--- src/rtl/core/gsx_pkg.sv ---
// Shared types, register codes and helpers for the RGB to RGBW gamut stretch block.
// Used by the top level, gsx_front and gsx_back; depends on nothing.
package gsx_pkg;

	localparam int EQ_W  = 16;
	localparam int CFG_AW = 3;

	typedef enum logic [CFG_AW-1:0] {
		REG_RED_EQUIV   = 3'd0,
		REG_GREEN_EQUIV = 3'd1,
		REG_BLUE_EQUIV  = 3'd2,
		REG_WHITE_EQUIV = 3'd3,
		REG_OVERDRIVE   = 3'd4
	} cfg_reg_t;

	localparam logic [EQ_W-1:0] RED_EQUIV_RST   = 16'd10000;
	localparam logic [EQ_W-1:0] GREEN_EQUIV_RST = 16'd6400;
	localparam logic [EQ_W-1:0] BLUE_EQUIV_RST  = 16'd3568;
	localparam logic [EQ_W-1:0] WHITE_EQUIV_RST = 16'd10000;
	localparam logic [EQ_W-1:0] OVERDRIVE_RST   = 16'd9830;

	// An equivalence of zero is taken as the smallest nonzero step.
	function automatic logic [EQ_W-1:0] nz(input logic [EQ_W-1:0] v);
		return (v == '0) ? EQ_W'(1) : v;
	endfunction

endpackage

--- src/rtl/core/gsx_front.sv ---
// Input stage: picks the brightest and darkest channel and forms the saturation quotient terms.
// Depends on gsx_pkg.
module gsx_front #(
	parameter int CB = 8
) (
	input  logic                      clk,
	input  logic                      en,
	input  logic [CB-1:0]             r,
	input  logic [CB-1:0]             g,
	input  logic [CB-1:0]             b,
	input  logic [gsx_pkg::EQ_W-1:0]  er,
	input  logic [gsx_pkg::EQ_W-1:0]  eg,
	input  logic [gsx_pkg::EQ_W-1:0]  eb,
	input  logic [gsx_pkg::EQ_W-1:0]  w,
	output logic [32+CB-1:0]          n_s1,
	output logic [16+CB-1:0]          d_s1,
	output logic [CB-1:0]             r_s1,
	output logic [CB-1:0]             g_s1,
	output logic [CB-1:0]             b_s1,
	output logic [CB-1:0]             lo_s1
);

	logic [CB-1:0]            hi_a, hi, lo_a, lo;
	logic [gsx_pkg::EQ_W-1:0] eh_a, eh;

	// Red wins over green on a tie; blue wins only when strictly brighter.
	always_comb begin
		if (g > r) begin
			hi_a = g;
			eh_a = eg;
		end else begin
			hi_a = r;
			eh_a = er;
		end
		if (b > hi_a) begin
			hi = b;
			eh = eb;
		end else begin
			hi = hi_a;
			eh = eh_a;
		end
		lo_a = (r < g) ? r : g;
		lo   = (b < lo_a) ? b : lo_a;
	end

	// A flat pixel gives a zero divisor, which the divider saturates.
	always_ff @(posedge clk) begin
		if (en) begin
			n_s1  <= (32+CB)'(w) * (32+CB)'(hi) << 16;
			d_s1  <= (16+CB)'(eh) * (16+CB)'(hi - lo);
			r_s1  <= r;
			g_s1  <= g;
			b_s1  <= b;
			lo_s1 <= lo;
		end
	end

endmodule

--- config.mk ---
export PLATFORM = sky130hd
export DESIGN_NAME = gsx_front
export DESIGN_NICKNAME = d
export VERILOG_FILES = /design/src/rtl/core/gsx_pkg.sv /design/src/rtl/core/gsx_front.sv
export SDC_FILE = /design/constraint.sdc
export NUM_CORES = 1
export LEC_CHECK = 0
export BUFFER_PORTS_ARGS = -buffer_cell sky130_fd_sc_hd__buf_4
export CAP_MARGIN = 15
export CORE_MARGIN = 3
export CORE_UTILIZATION = 50
export CTS_BUF_LIST = sky130_fd_sc_hd__clkbuf_8
export DETAILED_ROUTE_END_ITERATION = 10
export GPL_TIMING_DRIVEN = 1
export HOLD_SLACK_MARGIN = 0.12
export PLACE_DENSITY = 0.74
export REMOVE_ABC_BUFFERS = 1
export SYNTH_ARGS = -nofsm -noshare
export SYNTH_HDL_FRONTEND = slang
export SYNTH_SLANG_ARGS = --single-unit
--- constraint.sdc ---
create_clock -name clk -period 10.7 [get_ports clk]
set_input_delay 0.535 -clock clk [delete_from_list [all_inputs] [get_ports clk]]
set_output_delay 0.535 -clock clk [all_outputs]
set_load 0.01 [all_outputs]
## After elaboration in Yosys (flattened, before gate mapping)

Cells that the tools add are included.

- Bits in registers: 80
- Logic and storage cells: 19
- Bits of input ports: 90

- Multiply operators: 2
- Add/subtract/negate cells: 1
- Multiplexer cells: 6
- Order comparisons: 4

Operators by type and width:

| kind | count |
|---|---|
| 16-bit two-way mux | 2 |
| 8-bit two-way mux | 4 |
| 16-bit by 8-bit multiplier with 24-bit output | 1 |
| 17-bit by 9-bit multiplier with 24-bit output | 1 |
| 8-bit > comparator | 2 |
| 8-bit < comparator | 2 |
| 8-bit by 8-bit subtractor with 9-bit output | 1 |

## Logic depth before layout (Yosys ltp)

- Depth in word-level cells: 6
- Depth in mapped cells: 46
- Depth with buffers taken out: 40

## Worst setup path after synthesis

Ideal clock, no wire load.

- Path kind: input -> register
- Start point: in g[5]
- End point: reg d_s1[22] (data pin)
- Data arrival time: 9764 ps
- Stages: 41
- Path buffers: 6
- Setup slack: 678 ps
- Library setup time: 258 ps
- Cell sequence: inv_1 ha_1 a211oi_1 a21oi_1 a211oi_2 buf_6 buf_6 mux2i_1 ha_1 a21o_1 a22oi_1 nand3_1 and3_1 clkbuf_1 buf_2 a21oi_2 buf_2 inv_1 (+5 left out) xor2_1 clkbuf_1 nor2_1 fa_1 fa_1 fa_1 inv_1 fa_1 inv_1 ha_1 ha_1 and3_2 a221oi_4 a21oi_2 or3b_1 a311o_1 a31oi_1 xnor2_1

- Word-level cells in the longest chain between the ends: 6

RTL lines:

| what | line | source |
|---|---|---|
| from (decl) | gsx_front.sv:9 | `input logic [CB-1:0] g,` |
| 8-bit > comparator or 8-bit < comparator (tied branches) | gsx_front.sv:28, gsx_front.sv:42 |  |
| 8-bit two-way mux (on tied branches) | gsx_front.sv:28, gsx_front.sv:42 |  |
| 8-bit > comparator or 8-bit < comparator (tied branches) | gsx_front.sv:35, gsx_front.sv:43 |  |
| 8-bit two-way mux (on tied branches) | gsx_front.sv:35, gsx_front.sv:43 |  |
| 8-bit by 8-bit subtractor with 9-bit output | gsx_front.sv:50 | `d_s1 <= (16+CB)'(eh) * (16+CB)'(hi - lo);` |
| 17-bit by 9-bit multiplier with 24-bit output * | gsx_front.sv:50 |  |
| to (signal assigned) | gsx_front.sv:50 |  |
| to (decl) | gsx_front.sv:16 | `output logic [16+CB-1:0] d_s1,` |

Mark *: on every way between the ends. The rest lies on a longest branch, timed or not.
A chain may end at the register's enable or synchronous reset.

## Final worst setup path

- Start point: in g[6]
- End point: reg d_s1[17] (data pin)

The elaborated chain is that of the path after synthesis.

==> impl_metrics.csv <==
group,metric,value,unit
synth,synth_edf_count,80,
status,status,"complete, no violations",
detailed_routing,first_pass_iters,5,
clocking,cts_sinks,80,
setup_path,crit_path_end_kind,"flop",
timing,fin_ws,0.658,ns
synth,synth_seq_cells,80,
cells_and_area,synthToLayoutAreaGrowth,15.0,%
clocking,cts_tree,"yes",
grt,grt.total_usage,0.224,
synth,yosys_most_used_dff,"edfxtp_1",
timing,period_share,0.939,
place,io_buffers,169,
cells_and_area,final_layout_size_suffix_gt1_frac,0.168,
timing,rsz0062_at_grt,"no",
cells_and_area,final_common_cell,"inv_1",
synth,synthCells,1278,
cells_and_area,final_cell_mix,"inv_1, buf_4, fa_1, ha_1, nor2_1",
detailed_routing,wl,29100,um
cells_and_area,regArea,2400,sq um
detailed_routing,postRouteAntennaNets,0,
detailed_routing,drcViolationCount,0,
timing,report.final.slew_viol_count,0,
synth,ys_warn_count,0,
synth,synth_cell_type_count,67,
synth,syn_avg_cell_area,9.82,sq um
synth,syn_area,12600,sq um
setup_path,required,10.86,ns
setup_path,worstPathArrival,10.20,ns
floorplanning,die_w,164,um
clocking,clk_pin_slew_worst_paths,0.10,ns
synth,async_flop_share,0,
clocking,clock_path_buffers,2,
run,drv_cap,0,
grt,use_met1,0.315,
setup_path,cp-start-kind,"primary input",
place,hpwlAfterDp,24100,um
cells_and_area,multiInputGateArea,9160,sq um
timing,hold_viol_final,0,
grt,use_met3,0.0261,
clocking,cts_buffers,9,
setup_path,slowest_stage,"xnor2_1",
cells_and_area,diodes,0,
worst_hold_path,min_to,"g_s1[6]",
worst_hold_path,holdPathStages,1,
grt,antenna_found_initial,0,
grt,grt_max_degree,81,
clocking,cts_setup_buffers,0,
floorplanning,dieHeight,164,um
detailed_routing,drtIter0Drc,581,
cells_and_area,nNetsFinal,1858,
place,gp_congestion,0.917,
detailed_routing,viasPerCell,5.33,
timing,worst_slew_pin_slew,1.09,ns
grt,grt_pass1_wl,48300,um
place,dpl_worst_slack,0.377,ns
worst_hold_path,hold_path_class,"in -> reg",
grt,top_usage_layer,"met2",
timing,fin_crit,10.04,ns
floorplanning,die-area,27000,sq um
setup_path,cp_max_fo,21,
floorplanning,core_area,24500,sq um
timing,setup_viol,0,
grt,grt_overflow,0,
grt,use_met2,0.371,
cells_and_area,final.fill_count,2088,
clocking,clk_root_buffer_cell,"clkbuf_8",
timing,max_slew_margin,0.270,
setup_path,max_stage_delay,0.83,ns
clocking,cts_max_level,3,
clocking,cts-resized-gates,0,
floorplanning,initial_core_util,0.513,
floorplanning,ios,186,
worst_hold_path,hold_start,"g[6]",
grt,grt_pass1_vias,9760,
detailed_routing,via_count,9468,
clocking,hold_buffers,0,
detailed_routing,wl_per_cell,16.4,um
floorplanning,num_rows,57,
timing,clock.fmax,99.6,MHz
setup_path,setup.worst_path.class,"in -> reg",
synth,ys_seq_area_frac,0.191,
[how the worst max path moves through the flow]
stage | start | to | cells past startpoint
final | g[6] | d_s1[17] | 38
after global routing | g[6] | d_s1[17] | 38
after CTS | g[6] | d_s1[17] | 38
after detailed placement | g[6] | d_s1[17] | 38
after global placement | r[5] | d_s1[17] | 37
after floorplan | g[5] | d_s1[22] | 36
[kinds of logic (layout without fill, tap and decap cells)]
logic type / count (synthesis) / in the layout / share of synthesized area
flops: 80 / 80 / 0.191
xor+xnor: 42 / 42 / 0.0304
compound gates: 146 / 146 / 0.0779
other cells: 1 / 16 / 0.000299
fa+ha+maj: 319 / 319 / 0.428
buf+inv: 250 / 411 / 0.0836
mux: 41 / 41 / 0.0336
simple gates: 399 / 399 / 0.155
[per-layer routing]
| layer | routed length (um) | vias up | part of all wire |
|---|---|---|---|
| met3 | 1720 | 44 | 0.059 |
| met1 | 12600 | 4687 | 0.43 |
| met5 | 0 | - | 0 |
| met4 | 604 | 0 | 0.021 |
| met2 | 14200 | 297 | 0.49 |
| li1 | - | 4440 | - |
[metrics by stage]
step / std cells / TNS [ns] / hold WS [ns] / utilization / area [sq um]
finish: 1778 / 0 / 0.355 / 0.590 / 14400
floorplan: 1245 / -9.42 / 0.634 / - / 12300
global placement: 1762 / 0 / 0.733 / 0.580 / 14200
global route: 1778 / 0 / 0.345 / 0.590 / 14400
CTS: 1778 / 0 / 0.341 / 0.590 / 14400
detailed placement: 1762 / 0 / 0.738 / 0.580 / 14200
[area by class of cell]
cell class                      count  area share
Clock buffer                        9     0.00858
Clock inverter                      7     0.00876
Inverter                          202      0.0525
Multi-Input combinational cell    963       0.635
Sequential cell                    80       0.166
Tap cell                          324      0.0281
Timing Repair Buffer              193       0.100
[registers in the layout, indices dropped and copies added (netlist names)]
signal	flops
lo_s1	8
g_s1	8
d_s1	24
r_s1	8
b_s1	8
n_s1	24
[worst max-delay path, delay by kind of cell]
family	cells	cell delay, ns
adder cells (fa/ha/maj)	9	3.66
AO/OA/AOI/OAI	12	2.81
buffers and inverters	9	1.29
XOR/XNOR	1	0.83
AND/OR/NAND/NOR	6	0.78
multiplexers	1	0.24
[Yosys cell counts (8+ instances only)]
library cell	count	area [sq um]
a21o_1	17	128
nor2b_1	9	56.3
nand3_1	9	45.0
buf_2	8	40.0
xor2_1	10	87.6
mux2i_1	32	320
fa_1	184	3680
a21oi_2	9	78.8
and2_1	67	419
nor2_1	111	417
ha_1	135	1690
buf_4	19	143
xnor2_1	31	272
or2_1	14	87.6
inv_1	201	754
nand2b_1	35	219
nor3_1	22	110
o21ai_0	18	90.1
nand2_1	102	383
clkbuf_1	16	60.1
a21oi_1	54	270
edfxtp_1	80	2400
Power is not shown: default switching activity piles up to over one toggle a cycle in this logic, so the estimate is an artifact.
