==> config.mk <==
export PLATFORM = sky130hd
export DESIGN_NAME = gsx_div
export DESIGN_NICKNAME = d
export VERILOG_FILES = /design/src/rtl/core/gsx_div.sv
export SDC_FILE = /design/constraint.sdc
export NUM_CORES = 1
export LEC_CHECK = 0
export BUFFER_PORTS_ARGS = -buffer_cell sky130_fd_sc_hd__buf_2
export CAP_MARGIN = 15
export CORE_ASPECT_RATIO = 1.4
export CORE_MARGIN = 8
export CORE_UTILIZATION = 53
export DETAILED_ROUTE_END_ITERATION = 10
export GPL_ROUTABILITY_DRIVEN = 1
export PLACE_DENSITY = 0.69
export SYNTH_ARGS = -nofsm -noshare
export SYNTH_HDL_FRONTEND = slang
export SYNTH_SLANG_ARGS = --single-unit
export TNS_END_PERCENT = 1
==> constraint.sdc <==
create_clock -name clk -period 3.8 [get_ports clk]
set_input_delay 0.19 -clock clk [delete_from_list [all_inputs] [get_ports clk]]
set_output_delay 0.19 -clock clk [all_outputs]
set_load 0.01 [all_outputs]
==> src/rtl/core/gsx_div.sv <==
// Pipelined restoring divider, one quotient bit per stage, saturating on overflow.
// Uses no package items; instantiated by gsx_back and the top level.
module gsx_div #(
	parameter int NW = 32,
	parameter int DW = 16,
	parameter int QW = 8
) (
	input  logic          clk,
	input  logic          en,
	input  logic [NW-1:0] num,
	input  logic [DW-1:0] den,
	output logic [QW-1:0] quo
);

	localparam int RW = (NW > DW + QW) ? NW : DW + QW;

	logic [RW-1:0] rem_s [QW+1];
	logic [DW-1:0] den_s [QW+1];
	logic [QW-1:0] quo_s [QW+1];
	logic          ovf_s [QW+1];

	// A quotient that does not fit in QW bits is flagged up front and forced to all ones.
	always_ff @(posedge clk) begin
		if (en) begin
			rem_s[0] <= RW'(num);
			den_s[0] <= den;
			quo_s[0] <= '0;
			ovf_s[0] <= RW'(num) >= (RW'(den) << QW);
		end
	end

	for (genvar k = 0; k < QW; k++) begin : g_step
		localparam int BIT = QW - 1 - k;
		logic [RW-1:0] shd;
		logic          ge;
		assign shd = RW'(den_s[k]) << BIT;
		assign ge  = rem_s[k] >= shd;
		always_ff @(posedge clk) begin
			if (en) begin
				rem_s[k+1] <= ge ? rem_s[k] - shd : rem_s[k];
				den_s[k+1] <= den_s[k];
				quo_s[k+1] <= quo_s[k] | (QW'(ge) << BIT);
				ovf_s[k+1] <= ovf_s[k];
			end
		end
	end

	assign quo = ovf_s[QW] ? '1 : quo_s[QW];

endmodule

# Word level (Yosys, flattened, before mapping)
# Memory sizes are Yosys's and may differ from the RTL's.
# Index checks and enable logic that the tools add are counted.
# word_totals
ff_bits	0
mem_bits_rw	513
in_bits	50
out_inout_bits	8
elab_cells	40
mem_count	4
# mem_list
name	words	width	read_ports	rd_clocked_by_memory_dff	wr	line	source
rem_s	9	32	8	0	9	17	logic [RW-1:0] rem_s [QW+1];
den_s	9	16	8	0	9	18	logic [DW-1:0] den_s [QW+1];
quo_s	9	8	9	0	9	19	logic [QW-1:0] quo_s [QW+1];
ovf_s	9	1	9	0	9	20	logic ovf_s [QW+1];
# op_classes
add_sub_neg	8
magnitude_cmp	9
mux	11
bitwise	8
# op_table
operator	count
$mux W32	8
$ge A32 B16 Y1	1
$ge A32 B17 Y1	1
$ge A32 B18 Y1	1
$ge A32 B19 Y1	1
$ge A32 B20 Y1	1
$ge A32 B21 Y1	1
$ge A32 B22 Y1	1
$ge A32 B23 Y1	1
$ge A32 B24 Y1	1
$sub A32 B16 Y32	1
$sub A32 B17 Y32	1
$sub A32 B18 Y32	1
$sub A32 B19 Y32	1
$sub A32 B20 Y32	1
$sub A32 B21 Y32	1
$sub A32 B22 Y32	1
$sub A32 B23 Y32	1
$mux W8	1
$or A8 B1 Y8	1
$or A8 B2 Y8	1
$or A8 B3 Y8	1
$or A8 B4 Y8	1
$or A8 B5 Y8	1
other kinds (4)	5

# Logic depth before layout (Yosys ltp)
# Gate-level depths: netlist of run 1.
# An unclocked memory read counts as a cell.
# depth
ltp_word	3
mapped_depth	14

# Worst setup path before layout of run 1
# No wires, ideal clock.
# synth_timing
path_kind	register -> register
from	mem rem_s[0][69] in the netlist's numbering
to	mem rem_s[0][125] in the netlist's numbering, data pin
arrival_time_ns	2.835
required_ns	3.533
slack_ns	0.698
path_stages_with_launch	13
path_buffers	0
synth_period_minus_slack_ns	3.102
path_cell_list	edfxtp_1 inv_1 ha_1 inv_1 fa_1 a21o_1 a221oi_2 o211a_1 nor3_1 a41o_1 or4b_1 nor4_2 xor2_1
# synth_rtl
element	line
from (decl)	17

==> impl_metrics.json, run 1 <==
{
  "outcome": "finished, final reports clean",
  "synthFlopType": "edfxtp_1",
  "synth-edff-count": 429,
  "final_cell_mix": "edfxtp_1, inv_1, ha_1",
  "reg2regPathDepth": 12,
  "syn_inst": 1935,
  "fin_crit_sh_pct": 93.2,
  "grt_max_degree": 95,
  "cts_buffer_depth": 3,
  "yosys_warnings": 0,
  "netSwitchingPower_w": 0.00468,
  "arrival_ns": 3.82,
  "regToRegSetupSlack_ns": 0.26,
  "r2r-start": "rem_s[0][38]",
  "tns_ns": 0,
  "drv_cap": 0,
  "synth_area_mm2": 0.0226,
  "drc": 0,
  "clkSinkCount": 429,
  "hpwl_um": 30900,
  "start_util_pct": 53.6,
  "drt_iter0_markers": 882,
  "p_seq_share_pct": 43.4,
  "worstMarginPinSlew_ns": 0.706,
  "die-height_um": 260,
  "ant_nets": 0,
  "setup_viol": 0,
  "syn_avg_cell_area_um2": 11.7,
  "numCtsBuffers": 44,
  "drive_gt1_share_pct": 8.73,
  "synthDistinctLibCells": 73,
  "clk_pin_slew_worst_paths_ns": 0.06,
  "power.density_mw_per_mm2": 608,
  "power_w": 0.0156,
  "die_x_um": 191,
  "ir_worst_vdd_mv": 0.361,
  "finalClockSkew_ns": 0.00694,
  "insertion_delay_ns": 0.54,
  "rsz0062_at_grt": "false",
  "wl_um": 41500,
  "cts_resized": 0,
  "wl_met3_um": 1400,
  "first_pass_iters": 5,
  "p_int_w": 0.0109,
  "hold_viol_final": 0,
  "met2_length_um": 23000,
  "rows": 89,
  "fin_hold_ws_ns": 0.157,
  "top_layer": "met4",
  "antenna_found_initial": 0,
  "cts_root_buffer": "clkbuf_16",
  "core_mm2": 0.0422,
  "viasPerCell": 5.62,
  "synth_area_leaders": "edfxtp_1, ha_1, xor2_1, inv_1, xnor2_1",
  "final_common_cell": "edfxtp_1",
  "hold-path-cell-count": 1,
  "grt_pass1_wl_um": 68400,
  "ys_ff_latch": 429,
  "fin_cells": 2654,
  "max_freq_mhz": 282,
  "num_io_pins": 58,
  "final_util_pct": 60.7,
  "slowest_delay_ns": 0.46,
  "overflow": 0,
  "via_count": 14900,
  "htreeDepth": 2,
  "yosysTopAreaCell": "edfxtp_1",
  "min_to": "rem_s[0][26]",
  "routabilityCongestion": 0.952,
  "slew_headroom_pct": 51.7,
  "final.min_clock_period_ns": 3.54,
  "hold_class": "input pin to register",
  "crit_path_cell_trace": "inv_1 > ha_1 > inv_1 > fa_1 > and4_1 > a2111oi_0 > o21bai_1 > o22a_1 > and4_1 > or4_4 > nor4_2 > xor2_1",
  "wl_met1_um": 14700,
  "syn_nets": 2136,
  "synth_top_area_share_pct": 56.9,
  "cts_tree": "done",
  "crit_path_max_fanout": 7,
  "slew_violations": 0,
  "io_buffers": 57,
  "finalNetCount": 2275,
  "syn2layout_area_growth_pct": 13.3,
  "worstReg2RegEnd": "rem_s[0][94]",
  "grt_pass1_vias": 15300,
  "die-area_mm2": 0.0497,
  "wire_per_inst_um": 15.6,
  "critPathKind": "register to register",
  "hold_path.startpoint": "en",
  "startpoint_type": "register",
  "synthArstFlopShare_pct": 0,
  "cp_slowest_cell": "a2111oi_0",
  "cp-end-kind": "register",
  "antennaDiodeCount": 0,
  "place_inst": 2526,
  "clock_power_share_pct": 27.8,
  "p_leak_nw": 9.97,
  "pwr-share-comb_pct": 28.8,
  "worst_ep_required_time_ns": 4.08,
  "switching_share_pct": 30.0,
  "grt_util_all_layers_pct": 16.6,
  "ys_seq_area_share_pct": 56.9
}
cell usage after synthesis (4+ instances only):
cell,number
nor4b_1,9
nor4_1,28
o41ai_1,6
o211a_1,4
fa_1,7
o21a_1,14
mux2_2,10
o21bai_1,6
and3_1,9
o211ai_1,6
a31oi_1,13
a21oi_1,114
o31a_1,8
nand2_1,133
inv_1,181
a211oi_1,12
or4_1,13
and4_1,7
nor3_1,47
a2111oi_0,4
nor2_1,128
nand3b_1,7
or4b_1,4
o21ai_0,134
clkbuf_1,20
buf_2,13
xnor2_1,77
nand3_1,32
edfxtp_1,429
o31ai_1,10
nor2b_1,12
nand2b_1,28
or3_1,16
and2_1,11
a221oi_1,6
xor2_1,85
a21o_1,48
ha_1,144
nor3b_1,4
a31o_2,4
or2_2,16
nand4_1,28
stage by stage:
stage	instance area (um2)	worst slack [ns]
2_1_floorplan	22600	0.698
3_3_place_gp	23700	0.356
3_5_place_dp	23700	0.292
4_1_cts	25600	0.282
5_1_grt	25600	0.0614
6_report	25600	0.259
state kept, by name (all words and copies together), names as in the netlist:
register and cells:
den_s 128, ovf_s 9, rem_s 256, quo_s 36
power by group through the flow:
stage	logic, W	clock network, W	registers [W]
floorplan	0.00341	0	0.00671
global placement	0.00423	0	0.00683
detailed placement	0.00438	0	0.00685
CTS	0.00444	0.00444	0.00676
global route	0.00500	0.00461	0.00686
finish	0.00449	0.00433	0.00677
metal layers:
metal | track usage (%) | vias up
met4 | 10.4 | 0
met5 | 0 | -
met2 | 33.1 | 406
met1 | 15.3 | 6944
li1 | - | 7405
met3 | 2.30 | 173
worst max-delay path by stage:
stage                  from       endpoint  slack, ns  depth (start not counted)
6_report       rem_s[0][38]   rem_s[0][94]       0.26                         12
4_1_cts        rem_s[0][38]   rem_s[0][94]       0.28                         12
2_1_floorplan  rem_s[0][69]  rem_s[0][125]       0.70                         12
3_5_place_dp   rem_s[0][69]  rem_s[0][125]       0.29                         12
5_1_grt        den_s[0][49]  rem_s[0][155]       0.06                         10
3_3_place_gp   rem_s[0][38]   rem_s[0][90]       0.36                         12
final cells by class:
type,count,area (um2)
Clock buffer,53,1160
Clock inverter,27,312
Fill cell,3277,16600
Inverter,181,679
Multi-Input combinational cell,1290,8920
Sequential cell,429,12900
Tap cell,546,683
Timing Repair Buffer,128,998
critical path: cells and delay by family (launching register included):
kind | cells | cell delay [ns]
AO/OA/AOI/OAI | 3 | 0.96
XOR/XNOR | 1 | 0.10
buffers and inverters | 2 | 0.12
AND/OR/NAND/NOR | 4 | 1.13
flip-flops | 1 | 0.38
adder cells (fa/ha/maj) | 2 | 0.57
kinds of logic (layout without fill, tap and decap cells):
| group | count (synthesis) | in the layout | share of synthesized area, % |
|---|---|---|---|
| buffers and inverters | 216 | 389 | 3.67 |
| multiplexers | 14 | 14 | 0.686 |
| AO/OA/AOI/OAI | 417 | 417 | 11.4 |
| AND/OR/NAND/NOR | 546 | 546 | 12.4 |
| flip-flops | 429 | 429 | 56.9 |
| XOR/XNOR | 162 | 162 | 6.27 |
| adder cells (fa/ha/maj) | 151 | 151 | 8.58 |
what timing repair did:
item                                    in CTS  in global routing
buffers inserted                             0                  0
hold endpoints to repair                    48                  0
hold buffers                                48                  0
endpoints found under the setup margin       0                  0
No activity file was read; power rests on OpenSTA's default activity.
==> run 2: changes to the inputs <==
- PLACE_DENSITY: 0.69 -> 0.74
==> run 2 against run 1 <==
  * Clock power down 9.2%
  * Critical path depth unchanged
  * Non-clock buffer count up 2
  * Global-route usage up 0.064 points
  * Final area down 0.56%
  * Worst hold slack worse by 0.019 ns
  * Sequential cell count unchanged
  * Worst setup slack better by 0.024 ns
  * Clock-buffer cell count up 1
  * Die area unchanged
  * Total power down 2.5%
  * Critical path type unchanged
  * Largest power group unchanged
==> impl_metrics.json, run 2 (synthesis gave the netlist of run 1 again) <==
{
  "outcome": "finished, final reports clean",
  "wl_um": 41000,
  "critPathKind": "register to register",
  "slew_headroom_pct": 50.6,
  "numCtsBuffers": 42,
  "arrival_ns": 3.79,
  "hold_class": "input pin to register",
  "overflow": 0,
  "start_util_pct": 53.6,
  "wire_per_inst_um": 15.5,
  "drc": 0,
  "fin_crit_sh_pct": 92.6,
  "largest_register_ffs": 256,
  "rows": 89,
  "die-height_um": 260,
  "power.density_mw_per_mm2": 596,
  "drv_cap": 0,
  "cts_root_buffer": "clkbuf_16",
  "worstMarginPinSlew_ns": 0.722,
  "final_common_cell": "edfxtp_1",
  "htreeDepth": 2,
  "drive_gt1_share_pct": 8.23,
  "post_cts_buffers": 0,
  "slew_violations": 0,
  "cts_buffer_depth": 3,
  "setup_viol": 0,
  "drt_iter0_markers": 958,
  "hold_viol_final": 0,
  "cp-startpoint": "rem_s[0][69]",
  "startpoint_type": "register",
  "ant_nets": 0,
  "finalClockSkew_ns": 0.0140,
  "max_freq_mhz": 284,
  "worst_ep_required_time_ns": 4.08,
  "insertion_delay_ns": 0.55,
  "hold_path.startpoint": "en",
  "die-area_mm2": 0.0497,
  "num_io_pins": 58,
  "antennaDiodeCount": 0,
  "cts_tree": "done",
  "tns_ns": 0,
  "core_mm2": 0.0422,
  "largest_register": "rem_s",
  "cp-end-kind": "register",
  "syn2layout_area_growth_pct": 12.7,
  "p_leak_nw": 9.90,
  "io_buffers": 57,
  "final.min_clock_period_ns": 3.52,
  "grt_pass1_vias": 15500,
  "reg_top3": "rem_s: 256 flops, den_s: 128 flops, quo_s: 36 flops",
  "crit_path_max_fanout": 5,
  "rsz0062_at_grt": "false",
  "die_x_um": 191,
  "via_count": 14900,
  "final_cell_mix": "edfxtp_1, inv_1, ha_1",
  "finalNetCount": 2275,
  "r2r-start": "rem_s[0][69]",
  "first_pass_iters": 6,
  "viasPerCell": 5.64,
  "routabilityCongestion": 0.972,
  "ir_worst_vdd_mv": 0.407,
  "clk_pin_slew_worst_paths_ns": 0.06,
  "antenna_found_initial": 0,
  "hpwl_um": 30400,
  "grt_pass1_wl_um": 68800,
  "clkSinkCount": 429,
  "fin_hold_ws_ns": 0.137,
  "grt_max_degree": 90,
  "grt_util_all_layers_pct": 16.6
}
-- run 2: cell types whose count changed in the layout (fill, tap and decap cells not counted), sizes merged --
cell,change
clkinvlp,-1
clkinv,-3
clkbuf,+1
bufinv,-4
buf,+2
inv,-1
-- run 2: area by class of cell --
class / instances / area, um2
Fill cell: 3154 / 16700
Timing Repair Buffer: 130 / 1010
Clock buffer: 54 / 1160
Inverter: 181 / 679
Sequential cell: 429 / 12900
Tap cell: 546 / 683
Multi-Input combinational cell: 1290 / 8930
Clock inverter: 18 / 149
-- run 2: worst paths after layout --
check	slack, ns	end	depth (start not counted)
hold reg to reg	0.42	quo_s[0][52]	0
setup reg to reg	0.28	rem_s[0][125]	12
setup / recovery	0.28	rem_s[0][125]	12
hold / removal	0.14	rem_s[0][31]	1
-- run 2: report_power, final --
part | total [W] | internal [W] | switching [W]
logic | 0.00450 | 0.00197 | 0.00253
registers | 0.00677 | 0.00631 | 0.000461
clock network | 0.00393 | 0.00234 | 0.00159
-- run 2: routing by layer --
layer  part of all wire (%)  vias up  GRT usage (%)
li1                       -     7415              -
met1                     37     6984           15.7
met2                     54      375           33.0
met3                    3.6      150           2.56
met4                    5.2        0           9.43
met5                      0        -              0
-- run 2: timing repair --
action,CTS,global route
endpoints found under the hold margin,48,0
gates resized for setup,0,1
hold buffers,48,0
setup endpoints to repair,0,1
-- run 2: critical path: stages (launching register included) --
cell,delay (ns)
edfxtp_1,0.39
inv_1,0.07
ha_1,0.16
inv_1,0.06
fa_1,0.41
a21o_1,0.24
a221oi_2,0.43
o211a_1,0.21
nor3_1,0.06
a41o_1,0.29
or4b_1,0.61
nor4_2,0.21
xor2_1,0.11
-- run 2: stage by stage --
| stage | setup slack [ns] | total power [W] | util [%] | instances | cell area (um2) |
|---|---|---|---|---|---|
| after floorplan | 0.698 | 0.0101 | - | 1935 | 22600 |
| after CTS | 0.303 | 0.0152 | 60.4 | 2648 | 25500 |
| after global routing | 0.0634 | 0.0161 | 60.4 | 2648 | 25500 |
| after detailed placement | 0.330 | 0.0112 | 56.2 | 2528 | 23700 |
| final | 0.282 | 0.0152 | 60.4 | 2648 | 25500 |
| after global placement | 0.419 | 0.0110 | 56.2 | 2528 | 23700 |
